`config.mk`:
```
export PLATFORM = sky130hd
export DESIGN_NAME = tag_hash_set_index
export DESIGN_NICKNAME = d
export VERILOG_FILES = /design/src/rtl/ths_pkg.sv /design/src/rtl/ths_front.sv /design/src/rtl/ths_queue.sv /design/src/rtl/ths_back.sv /design/src/rtl/tag_hash_set_index.sv
export SDC_FILE = /design/constraint.sdc
export NUM_CORES = 1
export LEC_CHECK = 0
export BUFFER_PORTS_ARGS = -buffer_cell sky130_fd_sc_hd__buf_2
export CAP_MARGIN = 20
export CORE_UTILIZATION = 36
export DETAILED_ROUTE_END_ITERATION = 12
export HOLD_SLACK_MARGIN = 0.06
export PLACE_DENSITY = 0.61
export SLEW_MARGIN = 20
export SYNTH_ARGS = -nofsm -noshare
export SYNTH_HDL_FRONTEND = slang
export SYNTH_SLANG_ARGS = --single-unit
```
`constraint.sdc`:
```
create_clock -name clk -period 11.9 [get_ports clk]
set_input_delay 0.595 -clock clk [delete_from_list [all_inputs] [get_ports clk]]
set_output_delay 0.595 -clock clk [all_outputs]
set_load 0.01 [all_outputs]
```
`src/rtl/ths_pkg.sv`:
```
// Shared types and constants for the tag hash set index block.
`timescale 1ns / 1ps

package ths_pkg;

    // Configuration register indexes.
    localparam logic [1:0] CFG_HASH_NEW_MODE = 2'd0;
    localparam logic [1:0] CFG_LOG2_SETS     = 2'd1;
    localparam logic [1:0] CFG_LOG2_BANKS    = 2'd2;

    // Widths of the fixed result fields.
    localparam int SET_W  = 16;
    localparam int BANK_W = 8;

    // Largest bank count exponent.
    localparam logic [3:0] MAX_BANK_LOG2 = 4'd8;

    // Candidate sets of one enumeration, and the counter that walks them.
    localparam int CAND   = 8;
    localparam int CAND_W = $clog2(CAND);

    // Request queue between the front and the back.
    localparam int QDEPTH = 4;
    localparam int QPTR_W = $clog2(QDEPTH);
    localparam int QCNT_W = $clog2(QDEPTH + 1);

    // Page number field of the I/O address.
    localparam int PAGE_LSB = 12;
    localparam int PAGE_W   = 44;
    localparam int FOLD_SH  = 22;

    // Kind of work a queued request asks of the back.
    typedef enum logic [1:0] {
        ITEM_SET  = 2'd0,
        ITEM_SCAN = 2'd1,
        ITEM_ENUM = 2'd2
    } item_kind_t;

    // Control part of a queued request.
    typedef struct packed {
        item_kind_t          kind;
        logic [CAND_W-1:0]   ctx;
        logic [CAND_W-1:0]   last_c;
    } ent_ctrl_t;

    // Effective configuration after clamping.
    typedef struct packed {
        logic       new_mode;
        logic [4:0] ls;
        logic [3:0] lb;
    } cfg_t;

endpackage

```
`src/rtl/ths_front.sv`:
```
// Front stage: takes requests, hashes the address and classifies the work.
`timescale 1ns / 1ps

module ths_front #(
    parameter int MAX_SET_BITS = 16
) (
    input  logic                                clk,
    input  logic                                rst_n,
    input  ths_pkg::cfg_t                       cfg,
    input  logic                                start,
    output logic                                busy,
    input  logic                                action,
    input  logic [15:0]                         guest_context,
    input  logic [19:0]                         process_context,
    input  logic [63:0]                         io_address,
    input  logic                                q_full,
    output logic                                q_push,
    output logic [$bits(ths_pkg::ent_ctrl_t)+MAX_SET_BITS-1:0] q_wdata
);
    import ths_pkg::*;

    logic                    f_valid_reg;
    logic                    f_valid_next;
    ent_ctrl_t               f_ctrl_reg;
    ent_ctrl_t               f_ctrl_next;
    logic [MAX_SET_BITS-1:0] f_base_reg;
    logic [MAX_SET_BITS-1:0] f_base_next;

    logic                    accept;
    logic [PAGE_W-1:0]       page;
    logic [31:0]             folded;
    logic [127:0]            lv0;
    logic [127:0]            lv1;
    logic [127:0]            lv2;
    logic [CAND_W-1:0]       ctx3;
    logic [CAND_W-1:0]       enum_last;

    // The front blocks only while it holds a request the queue cannot take.
    assign busy   = f_valid_reg && q_full;
    assign accept = start && !busy;
    assign q_push = f_valid_reg && !q_full;
    assign q_wdata = {f_ctrl_reg, f_base_reg};

    // New hash: fold the 44-bit page number onto itself.
    assign page   = io_address[PAGE_LSB +: PAGE_W];
    assign folded = page[31:0] ^ 32'(page[PAGE_W-1:FOLD_SH]);

    // Legacy hash: 128-bit word folded by shifts of 40 and then 20.
    assign lv0 = {48'd0, guest_context, 12'd0, page[31:0], process_context};
    assign lv1 = lv0 ^ (lv0 >> 40);
    assign lv2 = lv1 ^ (lv1 >> 20);

    assign ctx3 = guest_context[CAND_W-1:0] ^ process_context[CAND_W-1:0];

    // Small caches have fewer distinct candidates than contexts.
    always_comb
    begin
        if (cfg.ls >= 5'd3)
        begin
            enum_last = CAND_W'(CAND - 1);
        end
        else
        begin
            enum_last = CAND_W'((4'd1 << cfg.ls) - 4'd1);
        end
    end

    // Classify the incoming request and hold it until the queue has room.
    always_comb
    begin
        f_valid_next = f_valid_reg;
        f_ctrl_next  = f_ctrl_reg;
        f_base_next  = f_base_reg;
        if (q_push)
        begin
            f_valid_next = 1'b0;
        end
        if (accept)
        begin
            f_valid_next       = 1'b1;
            f_ctrl_next.ctx    = '0;
            f_ctrl_next.last_c = '0;
            if (!action)
            begin
                f_ctrl_next.kind = ITEM_SET;
                if (cfg.new_mode)
                begin
                    f_ctrl_next.ctx = ctx3;
                    f_base_next     = MAX_SET_BITS'(folded);
                end
                else
                begin
                    f_base_next = MAX_SET_BITS'(lv2[31:0]);
                end
            end
            else if (cfg.new_mode)
            begin
                f_ctrl_next.kind   = ITEM_ENUM;
                f_ctrl_next.last_c = enum_last;
                f_base_next        = MAX_SET_BITS'(folded);
            end
            else
            begin
                f_ctrl_next.kind = ITEM_SCAN;
                f_base_next      = '0;
            end
        end
    end

    always_ff @(posedge clk or negedge rst_n)
    begin
        if (!rst_n)
        begin
            f_valid_reg <= 1'b0;
        end
        else
        begin
            f_valid_reg <= f_valid_next;
        end
    end

    always_ff @(posedge clk)
    begin
        f_ctrl_reg <= f_ctrl_next;
        f_base_reg <= f_base_next;
    end

endmodule

```
`src/rtl/ths_queue.sv`:
```
// Short request queue between the front and the back.
`timescale 1ns / 1ps

module ths_queue #(
    parameter int WIDTH = 24
) (
    input  logic             clk,
    input  logic             rst_n,
    input  logic             push,
    input  logic [WIDTH-1:0] wdata,
    input  logic             pop,
    output logic             full,
    output logic             not_empty,
    output logic [WIDTH-1:0] rdata
);
    import ths_pkg::*;

    logic [WIDTH-1:0]  mem [QDEPTH];
    logic [QPTR_W-1:0] wr_ptr_reg;
    logic [QPTR_W-1:0] wr_ptr_next;
    logic [QPTR_W-1:0] rd_ptr_reg;
    logic [QPTR_W-1:0] rd_ptr_next;
    logic [QCNT_W-1:0] count_reg;
    logic [QCNT_W-1:0] count_next;

    assign full      = (count_reg == QCNT_W'(QDEPTH));
    assign not_empty = (count_reg != '0);
    assign rdata     = mem[rd_ptr_reg];

    // Pointer and fill count update; the depth is a power of two.
    always_comb
    begin
        wr_ptr_next = wr_ptr_reg;
        rd_ptr_next = rd_ptr_reg;
        count_next  = count_reg;
        if (push)
        begin
            wr_ptr_next = wr_ptr_reg + 1'b1;
        end
        if (pop)
        begin
            rd_ptr_next = rd_ptr_reg + 1'b1;
        end
        if (push && !pop)
        begin
            count_next = count_reg + 1'b1;
        end
        else if (pop && !push)
        begin
            count_next = count_reg - 1'b1;
        end
    end

    always_ff @(posedge clk or negedge rst_n)
    begin
        if (!rst_n)
        begin
            wr_ptr_reg <= '0;
            rd_ptr_reg <= '0;
            count_reg  <= '0;
        end
        else
        begin
            wr_ptr_reg <= wr_ptr_next;
            rd_ptr_reg <= rd_ptr_next;
            count_reg  <= count_next;
        end
    end

    // Storage for queued requests.
    always_ff @(posedge clk)
    begin
        if (push)
        begin
            mem[wr_ptr_reg] <= wdata;
        end
    end

endmodule

```
`src/rtl/ths_back.sv`:
```
// Back stage: places each hash in its bank and walks enumeration candidates.
`timescale 1ns / 1ps

module ths_back #(
    parameter int MAX_SET_BITS = 16
) (
    input  logic                                clk,
    input  logic                                rst_n,
    input  ths_pkg::cfg_t                       cfg,
    input  logic                                q_not_empty,
    input  logic [$bits(ths_pkg::ent_ctrl_t)+MAX_SET_BITS-1:0] q_rdata,
    output logic                                q_pop,
    output logic                                result_valid,
    output logic [ths_pkg::SET_W-1:0]           set_index,
    output logic [ths_pkg::BANK_W-1:0]          bank_id,
    output logic                                full_scan,
    output logic                                last
);
    import ths_pkg::*;

    ent_ctrl_t               h_ctrl;
    logic [MAX_SET_BITS-1:0] h_base;
    logic [CAND_W-1:0]       c_reg;
    logic [CAND_W-1:0]       c_next;
    logic [CAND_W-1:0]       ctx_sel;
    logic [4:0]              sh;
    logic [4:0]              spb_log2;
    logic [MAX_SET_BITS-1:0] ones;
    logic [MAX_SET_BITS-1:0] raw;
    logic [MAX_SET_BITS-1:0] bank_raw;
    logic [MAX_SET_BITS-1:0] in_bank;
    logic [MAX_SET_BITS-1:0] set_raw;
    logic                    final_one;

    logic                    valid_reg;
    logic                    valid_next;
    logic [SET_W-1:0]        set_reg;
    logic [SET_W-1:0]        set_next;
    logic [BANK_W-1:0]       bank_reg;
    logic [BANK_W-1:0]       bank_next;
    logic                    scan_reg;
    logic                    scan_next;
    logic                    last_reg;
    logic                    last_next;

    assign {h_ctrl, h_base} = q_rdata;

    // Context bits go to the top of the set index, unless the cache is tiny.
    assign sh       = (cfg.ls > 5'd3) ? (cfg.ls - 5'd3) : 5'd0;
    assign ctx_sel  = (h_ctrl.kind == ITEM_ENUM) ? c_reg : h_ctrl.ctx;
    assign raw      = (MAX_SET_BITS'(ctx_sel) << sh) ^ h_base;

    // Low bits pick the bank, the bits above them the set inside it.
    assign ones     = '1;
    assign spb_log2 = cfg.ls - {1'b0, cfg.lb};
    assign bank_raw = raw & ~(ones << cfg.lb);
    assign in_bank  = (raw >> cfg.lb) & ~(ones << spb_log2);
    assign set_raw  = (bank_raw << spb_log2) | in_bank;

    assign final_one = (c_reg == h_ctrl.last_c);
    assign q_pop     = q_not_empty && final_one;

    // One result per cycle; the candidate counter steps through enumerations.
    always_comb
    begin
        c_next     = c_reg;
        valid_next = q_not_empty;
        set_next   = set_reg;
        bank_next  = bank_reg;
        scan_next  = scan_reg;
        last_next  = last_reg;
        if (q_not_empty)
        begin
            c_next    = final_one ? '0 : (c_reg + 1'b1);
            last_next = final_one;
            if (h_ctrl.kind == ITEM_SCAN)
            begin
                set_next  = '0;
                bank_next = '0;
                scan_next = 1'b1;
            end
            else
            begin
                set_next  = SET_W'(set_raw);
                bank_next = BANK_W'(bank_raw);
                scan_next = 1'b0;
            end
        end
    end

    always_ff @(posedge clk or negedge rst_n)
    begin
        if (!rst_n)
        begin
            c_reg     <= '0;
            valid_reg <= 1'b0;
        end
        else
        begin
            c_reg     <= c_next;
            valid_reg <= valid_next;
        end
    end

    always_ff @(posedge clk)
    begin
        set_reg  <= set_next;
        bank_reg <= bank_next;
        scan_reg <= scan_next;
        last_reg <= last_next;
    end

    assign result_valid = valid_reg;
    assign set_index    = set_reg;
    assign bank_id      = bank_reg;
    assign full_scan    = scan_reg;
    assign last         = last_reg;

endmodule

```
`src/rtl/tag_hash_set_index.sv`:
```
// Top level of the translation cache set index hash.
//
// Requests enter on start while busy is low: a compute request (action 0)
// returns the set that a context pair and I/O address hash to; an enumerate
// request (action 1) returns every distinct set the address may map to under
// any context, or a single full_scan result in legacy hash mode.
// Results appear on set_index, bank_id, full_scan and last for one cycle,
// marked by result_valid; last flags the final result of a request.
// The receiver cannot stall, so results are never held.
// With an empty queue a request reaches its first result through the front
// register, the queue and the output register.
// Throughput: one compute request per cycle while busy is low. An enumerate
// request occupies the output sequencer for one result per distinct set, up
// to eight, or one result in legacy mode; a four-entry queue absorbs requests
// meanwhile and busy rises only when both queue and front register are full.
// Configuration is written through cfg_write, cfg_index and cfg_data, at once.
// Reset sets the new hash mode, 512 sets and one bank, and empties the queue.
`timescale 1ns / 1ps

module tag_hash_set_index #(
    parameter int MAX_SET_BITS = 16
) (
    input  logic                          clk,
    input  logic                          rst_n,
    input  logic                          cfg_write,
    input  logic [1:0]                    cfg_index,
    input  logic [4:0]                    cfg_data,
    input  logic                          start,
    output logic                          busy,
    input  logic                          action,
    input  logic [15:0]                   guest_context,
    input  logic [19:0]                   process_context,
    input  logic [63:0]                   io_address,
    output logic                          result_valid,
    output logic [ths_pkg::SET_W-1:0]     set_index,
    output logic [ths_pkg::BANK_W-1:0]    bank_id,
    output logic                          full_scan,
    output logic                          last
);
    import ths_pkg::*;

    localparam int QW = $bits(ent_ctrl_t) + MAX_SET_BITS;

    logic          mode_reg;
    logic [4:0]    sets_reg;
    logic [3:0]    banks_reg;
    logic [3:0]    banks_sat;
    cfg_t          cfg;

    logic          q_push;
    logic          q_pop;
    logic          q_full;
    logic          q_not_empty;
    logic [QW-1:0] q_wdata;
    logic [QW-1:0] q_rdata;

    // Configuration registers.
    always_ff @(posedge clk or negedge rst_n)
    begin
        if (!rst_n)
        begin
            mode_reg  <= 1'b1;
            sets_reg  <= 5'd9;
            banks_reg <= 4'd0;
        end
        else if (cfg_write)
        begin
            unique case (cfg_index)
                CFG_HASH_NEW_MODE: mode_reg  <= cfg_data[0];
                CFG_LOG2_SETS:     sets_reg  <= cfg_data;
                CFG_LOG2_BANKS:    banks_reg <= cfg_data[3:0];
                default:           ;
            endcase
        end
    end

    // Clamp the set and bank counts to what the design can hold.
    assign banks_sat    = (banks_reg > MAX_BANK_LOG2) ? MAX_BANK_LOG2 : banks_reg;
    assign cfg.new_mode = mode_reg;
    assign cfg.ls       = (sets_reg > 5'(MAX_SET_BITS)) ? 5'(MAX_SET_BITS) : sets_reg;
    assign cfg.lb       = ({1'b0, banks_sat} > cfg.ls) ? cfg.ls[3:0] : banks_sat;

    ths_front #(
        .MAX_SET_BITS (MAX_SET_BITS)
    ) u_front (
        .clk             (clk),
        .rst_n           (rst_n),
        .cfg             (cfg),
        .start           (start),
        .busy            (busy),
        .action          (action),
        .guest_context   (guest_context),
        .process_context (process_context),
        .io_address      (io_address),
        .q_full          (q_full),
        .q_push          (q_push),
        .q_wdata         (q_wdata)
    );

    ths_queue #(
        .WIDTH (QW)
    ) u_queue (
        .clk       (clk),
        .rst_n     (rst_n),
        .push      (q_push),
        .wdata     (q_wdata),
        .pop       (q_pop),
        .full      (q_full),
        .not_empty (q_not_empty),
        .rdata     (q_rdata)
    );

    ths_back #(
        .MAX_SET_BITS (MAX_SET_BITS)
    ) u_back (
        .clk          (clk),
        .rst_n        (rst_n),
        .cfg          (cfg),
        .q_not_empty  (q_not_empty),
        .q_rdata      (q_rdata),
        .q_pop        (q_pop),
        .result_valid (result_valid),
        .set_index    (set_index),
        .bank_id      (bank_id),
        .full_scan    (full_scan),
        .last         (last)
    );

endmodule

```
After elaboration in Yosys (flattened, before gate mapping)
Memories as Yosys holds them, arrays and structs flattened.
Index checks and enable logic that the tools add are counted.
{"block": "classes", "magnitude_cmp": 5, "n_reduce_logical": 19, "n_eq_ne": 6, "n_shift": 6, "n_addsub": 8, "bitwise_logic": 11, "n_mux": 18}
{"cell": "$mux W16", "count": 3}
{"cell": "$xor A16 B16 Y16", "count": 3}
{"cell": "$xor A36 B36 Y36", "count": 1}
{"cell": "$and A16 B16 Y16", "count": 2}
{"cell": "$not A16 Y16", "count": 2}
{"cell": "$or A16 B16 Y16", "count": 1}
{"cell": "$shl A16 B4 Y16 const A", "count": 1}
{"cell": "$shl A16 B5 Y16", "count": 1}
{"cell": "$shl A16 B5 Y16 const A", "count": 1}
{"cell": "$shl A3 B5 Y16", "count": 1}
{"cell": "$shr A16 B4 Y16", "count": 1}
{"cell": "$mux W3", "count": 5}
{"cell": "$mux W5", "count": 2}
{"cell": "$mux W4", "count": 2}
{"cell": "$reduce_and A2 Y1", "count": 4}
{"cell": "$add A3 B1 Y3 const B", "count": 2}
{"cell": "$logic_and A1 B1 Y1", "count": 6}
{"cell": "$sub A3 B1 Y3 const B", "count": 2}
{"cell": "$ge A5 B2 Y1 const B", "count": 1}
{"cell": "$gt A4 B5 Y1", "count": 1}
{"cell": "$gt A5 B2 Y1 const B", "count": 1}
{"cell": "$gt A5 B5 Y1 const B", "count": 1}
{"cell": "$mux W1", "count": 5}
{"cell": "$shl A1 B5 Y3 const A", "count": 1}
{"cell": "other kinds (16)", "count": 23}
{"block": "totals", "output_inout_bits": 28, "mem_bits_rw": 96, "regBits": 72, "n_memories": 1, "elab_cells": 91}
{"name": "u_queue.mem", "words": 4, "width": 24, "read_ports": 1, "rd_clocked_by_memory_dff": 0, "write_ports": 1, "line": "ths_queue.sv:18", "source": "logic [WIDTH-1:0] mem [QDEPTH];"}

Logic depth before layout (Yosys ltp)
{"block": "depth", "word_depth": 9, "depth_mapped": 22, "ltp_nobuf": 18}

Hierarchy
From an unflattened synthesis, not the netlist that was laid out.
{"block": "unflattened", "cells_unflattened": 894, "area_unflattened_um2": 10478.8}
{"module": "ths_back", "area_per_inst_um2": 4306.6, "cells_each": 541, "instances": 1, "seq_area_each_um2": 880.8}
{"module": "ths_queue", "area_per_inst_um2": 3903.7, "cells_each": 160, "instances": 1, "seq_area_each_um2": 3057.9}
{"module": "ths_front", "area_per_inst_um2": 1555.2, "cells_each": 127, "instances": 1, "seq_area_each_um2": 745.7}
{"module": "tag_hash_set_index", "area_per_inst_um2": 713.2, "cells_each": 66, "instances": 1, "seq_area_each_um2": 254.0}

Worst setup path before layout
No wires, ideal clock.
{"block": "synth_path", "kind": "reg-to-reg", "start": "register sets_reg[4]", "end": "register u_back.set_reg[6] (netlist: u_back.set_index[6]), data pin", "setup_ns": 0.152, "n_path_buf": 3, "path_slack_ns": 7.151, "stages_incl_launch_ff": 22, "arrival_ns": 4.596, "required_time_ns": 11.748, "cell_sequence": "dfrtp_1 -> buf_2 -> inv_2 -> nand2_1 -> ha_1 -> nand2b_1 -> a21oi_1 -> o21ai_0 -> buf_2 -> mux2i_1 -> inv_1 -> clkbuf_1 -> ha_1 -> inv_1 -> ha_1 -> a31oi_1 -> o21ai_0 -> xnor2_1 -> o21ai_0 -> and2_1 -> or4_1 -> a31oi_1"}
{"block": "synth_between", "elab_chain_cells": 9, "elab_cells_between_ends": 19}
{"element": "from (decl)", "line": "tag_hash_set_index.sv:45", "source": "logic [4:0] sets_reg;"}
{"element": "from (signal assigned)", "line": "tag_hash_set_index.sv:70", "source": "CFG_LOG2_SETS: sets_reg <= cfg_data;"}
{"element": "$gt A5 B5 Y1", "line": "tag_hash_set_index.sv:80", "source": "assign cfg.ls = (sets_reg > 5'(MAX_SET_BITS)) ? 5'(MAX_SET_BITS) : sets_reg;"}
{"element": "$mux W5 *", "line": "tag_hash_set_index.sv:80"}
{"element": "$gt A4 B5 Y1 (tied with other cells)", "line": "tag_hash_set_index.sv:81", "source": "assign cfg.lb = ({1'b0, banks_sat} > cfg.ls) ? cfg.ls[3:0] : banks_sat;"}
{"element": "$mux W4 / $mux W5 (equally long branches)", "line": "tag_hash_set_index.sv:81, ths_back.sv:49"}
{"element": "$sub A5 B4 Y5 (tied with other cells)", "line": "ths_back.sv:55", "source": "assign spb_log2 = cfg.ls - {1'b0, cfg.lb};"}
{"element": "$shl A16 B5 Y16 (tied with other cells)", "line": "ths_back.sv:57", "source": "assign in_bank = (raw >> cfg.lb) & ~(ones << spb_log2);"}
{"element": "$not A16 Y16 (tied with other cells)", "line": "ths_back.sv:57"}
{"element": "$and A16 B16 Y16 / $shl A16 B5 Y16 (equally long branches)", "line": "ths_back.sv:57, ths_back.sv:58"}
{"element": "$or A16 B16 Y16 *", "line": "ths_back.sv:58", "source": "assign set_raw = (bank_raw << spb_log2) | in_bank;"}
{"element": "to (signal assigned)", "line": "ths_back.sv:107", "source": "set_reg <= set_next;"}
{"element": "to (decl)", "line": "ths_back.sv:37", "source": "logic [SET_W-1:0] set_reg;"}
Mark *: on every way between the ends. The rest lies on a longest branch, timed or not.
A chain may end at the register's enable or synchronous reset.

Worst setup path in the final report
{"block": "layout_path", "start": "register sets_reg[4]", "end": "register u_back.set_reg[2] (netlist: u_back.set_index[2]), data pin"}
The elaborated chain is that of the path after synthesis.

==> results.txt <==
----------------------------------------------------
[Status]
  Run status ... completed

[Timing]
  Final worst hold slack ... 121.5 ps
  RSZ-0062 raised after global routing ... no
  Count of endpoints failing hold in the final timing report ... 0
  Final critical delay including setup and external delays ... 6062 ps
  Worst Setup Slack, final ... 5838 ps
  Setup TNS ... 0 ps
  Transition time at the pin with the least slew margin ... 1020 ps
  Remaining max-slew budget at the tightest pin ... 30.23%
  Final Max Tran Viols ... 0
  Skew final ... 12.21 ps
  Crit share post-route ... 50.94%
  Setup violations, final ... 0
  Max frequency ... 0.1650 GHz

[Placement]
  Instance area after placement ... 11030 µm²
  Port Buffers ... 101
  Routability-driven placement congestion ratio ... 0.9265
  Number of placed instances, taps included ... 1339
  HPWL Detailed ... 17780 µm
  Pre-CTS setup slack ... 6005 ps

[GRT]
  Number of antenna violations at the first check in global routing ... 0
  Global-route wire length before repair ... 39700 µm
  Maximum number of pins on one net before global-route repair ... 32
  Via count of the first global-routing pass ... 7133
  Aggregate global-route resource usage ... 17.81%
  GR Overflow Total ... 0

[Yosys]
  Share of synthesized area occupied by flip-flops and latches ... 48.79%
  Biggest area consumer among synthesized cells ... sky130_fd_sc_hd__edfxtp_1
  Fraction of synthesized cell area taken by the top area cell type ... 43.31%
  Most frequent cell after synthesis ... sky130_fd_sc_hd__edfxtp_1
  Number of enable-type register cells in the synthesized netlist ... 146
  Ys Warns ... 0
  Post-synth ARST share ... 13.10%
  Average instance area after synthesis ... 11.39 µm²
  Post-synthesis cell count ... 889
  Synth top cells by count ... sky130_fd_sc_hd__edfxtp_1, sky130_fd_sc_hd__nand2_1, sky130_fd_sc_hd__nor2_1, sky130_fd_sc_hd__a21oi_1, sky130_fd_sc_hd__xnor2_1
  Most area-consuming cells after synthesis ... sky130_fd_sc_hd__edfxtp_1, sky130_fd_sc_hd__mux4_2, sky130_fd_sc_hd__dfrtp_1, sky130_fd_sc_hd__xnor2_1, sky130_fd_sc_hd__xor2_1
  Net count after synthesis ... 1018
  Summed instance area of the synthesized netlist ... 10120 µm²
  Unique cell type count in the Yosys netlist ... 90
  Most common flop cell mapped by yosys ... sky130_fd_sc_hd__edfxtp_1
  Register bit count reported by yosys ... 168

[Pwr]
  Power Dens Cells ... 298.6 nW/µm²
  Leakage ... 4.253 nW
  Worst voltage drop across the vdd grid ... 109.0 µV
  Total power draw ... 3.477 mW

[Detailed routing]
  Post-DR wirelength/cell ... 18.24 µm
  Detailed-route vias per instance ... 5.540
  Number of nets still failing antenna checks after routing ... 0
  Drc violations ... 0
  Iter 0 DRT Violations ... 816
  Initial DRT Pass Iterations ... 5
  Total vias in the final route ... 7596
  Total wire length ... 25010 µm

[Min path]
  Type of the tightest min-delay check ... input pin to async pin

[Clock tree]
  Maximum level of the CTS H-tree ... 4
  Clock edge transition at the registers on the reported setup and hold paths ... 70 ps
  Buffers inserted during post-CTS setup optimization ... 0
  PostCTS Resize Cnt ... 0
  Hold-fix buffer count after cts ... 0
  CTS buffer count ... 17
  Clock sink count ... 168
  Maximum root-to-sink buffer count ... 2
  Clock tree from TritonCTS ... done
  Clock root cell ... sky130_fd_sc_hd__clkbuf_16
  Clk Latency, worst-skew pair ... 430 ps

[Setup path]
  Cell chain of the critical path ... nand2b_1 -> inv_1 -> ha_1 -> a41oi_1 -> o21ai_0 -> buf_4 -> mux2i_1 -> buf_4 -> inv_1 -> ha_1 -> inv_1 -> ha_1 -> a31oi_1 -> o21ai_0 -> xnor2_1 -> buf_4 -> nor2_1 -> nand2_1 -> o21ai_0 -> o32ai_1
  Arrival time of data at the critical path endpoint ... 6210 ps
  Startpoint of the most critical register-to-register path ... sets_reg[4]
  Terminus of the critical flop-to-flop path ... u_back.set_index[2]
  Maximum single-stage delay on the critical path ... 850 ps
  Slowest stage cell, crit path ... sky130_fd_sc_hd__dfrtp_1
  Path type of the worst setup path ... flop to flop
  Register-to-register setup slack ... 5840 ps
  Type of origin of the critical path ... flop
  Worst Path Buf+Inv ... 6
  CP Capture Type ... flop
  CP top delay family ... simple AND/OR/NAND/NOR gates
  Critical path fanouts, max ... 23
  Required time of the worst setup path ... 12050 ps
  Register-to-Register Path Depth ... 20

[Cells and area]
  Max FFs per register ... 96
  Post-Route Utilization ... 42.03%
  Layout cells sized above 1 ... 22.76%
  Number of filler instances in the final layout ... 2682
  Non-Filler Cell Area, Final ... 11640 µm²
  Syn-to-layout area delta ... 15.03%
  Non-filler cells in the finished layout ... 1371
  Number of inserted diodes ... 0
  Final net count ... 1109

[Floorplan]
  Die footprint ... 28790 µm²
  Die extent in y ... 169.7 µm
  Floorplan die width ... 169.7 µm
  Area inside the core boundary ... 27710 µm²
  Num ports ... 140
  Starting utilization of the core area ... 36.54%
  Number of cell rows ... 61

[Job]
  Count of maximum capacitance violations ... 0

----------------------------------------------------
[layer usage]
metal / track usage, % / part of all wire, % / wire length [µm]
met3: 2.565 / 5.3 / 1331
met2: 29.56 / 47 / 11870
met4: 5.249 / 1.7 / 433
met5: 0 / 0 / 0
met1: 24.05 / 45 / 11370
[kinds of logic after synthesis]
group | synth area share, %
AND/OR/NAND/NOR | 12.58
buffers and inverters | 2.942
multiplexers | 9.901
adder cells (fa/ha/maj) | 2.176
XOR/XNOR | 6.749
AO/OA/AOI/OAI | 16.86
flip-flops | 48.79
[cells in the final DEF (no fill, tap or decap), drive strengths merged, types with 8 or more instances in the layout]
cell type / n
mux2: 24
xor2: 32
nor2: 58
a22o: 18
nor4: 9
mux4: 23
a211oi: 14
mux2i: 21
a21oi: 50
edfxtp: 146
o21ai: 42
nand4: 12
nand2b: 10
nor3: 23
ha: 16
a31oi: 13
inv: 32
o22ai: 14
dfrtp: 19
nor2b: 8
clkbuf: 17
and2: 16
xnor2: 46
nand3: 23
nand2: 59
buf: 118
[power by group]
part / switching [mW] / internal (mW)
registers: 0.0819 / 0.871
logic: 1.24 / 0.709
clock network: 0.252 / 0.318
total: 1.58 / 1.90
[how the worst max path moves through the flow]
stage,start,to,slack (ps),depth (start not counted)
global placement,sets_reg[4],u_back.set_index[2],5960,20
CTS,sets_reg[4],u_back.set_index[2],5970,20
floorplan,sets_reg[4],u_back.set_index[6],7150,21
detailed placement,sets_reg[4],u_back.set_index[2],6000,20
global route,sets_reg[4],u_back.set_index[2],5490,20
finish,sets_reg[4],u_back.set_index[2],5840,20
[layout make-up]
type                       count  area [µm²]  area share (%)
tap                          378       473.0           4.062
clock buffer                  17       425.4           3.654
timing repair buffer         118       633.1           5.437
clock inverter                15       181.4           1.558
multi-input combinational    650        4898           42.07
inverter                      25       93.84          0.8059
sequential                   168        4938           42.41
No activity file was read; power rests on OpenSTA's default activity.
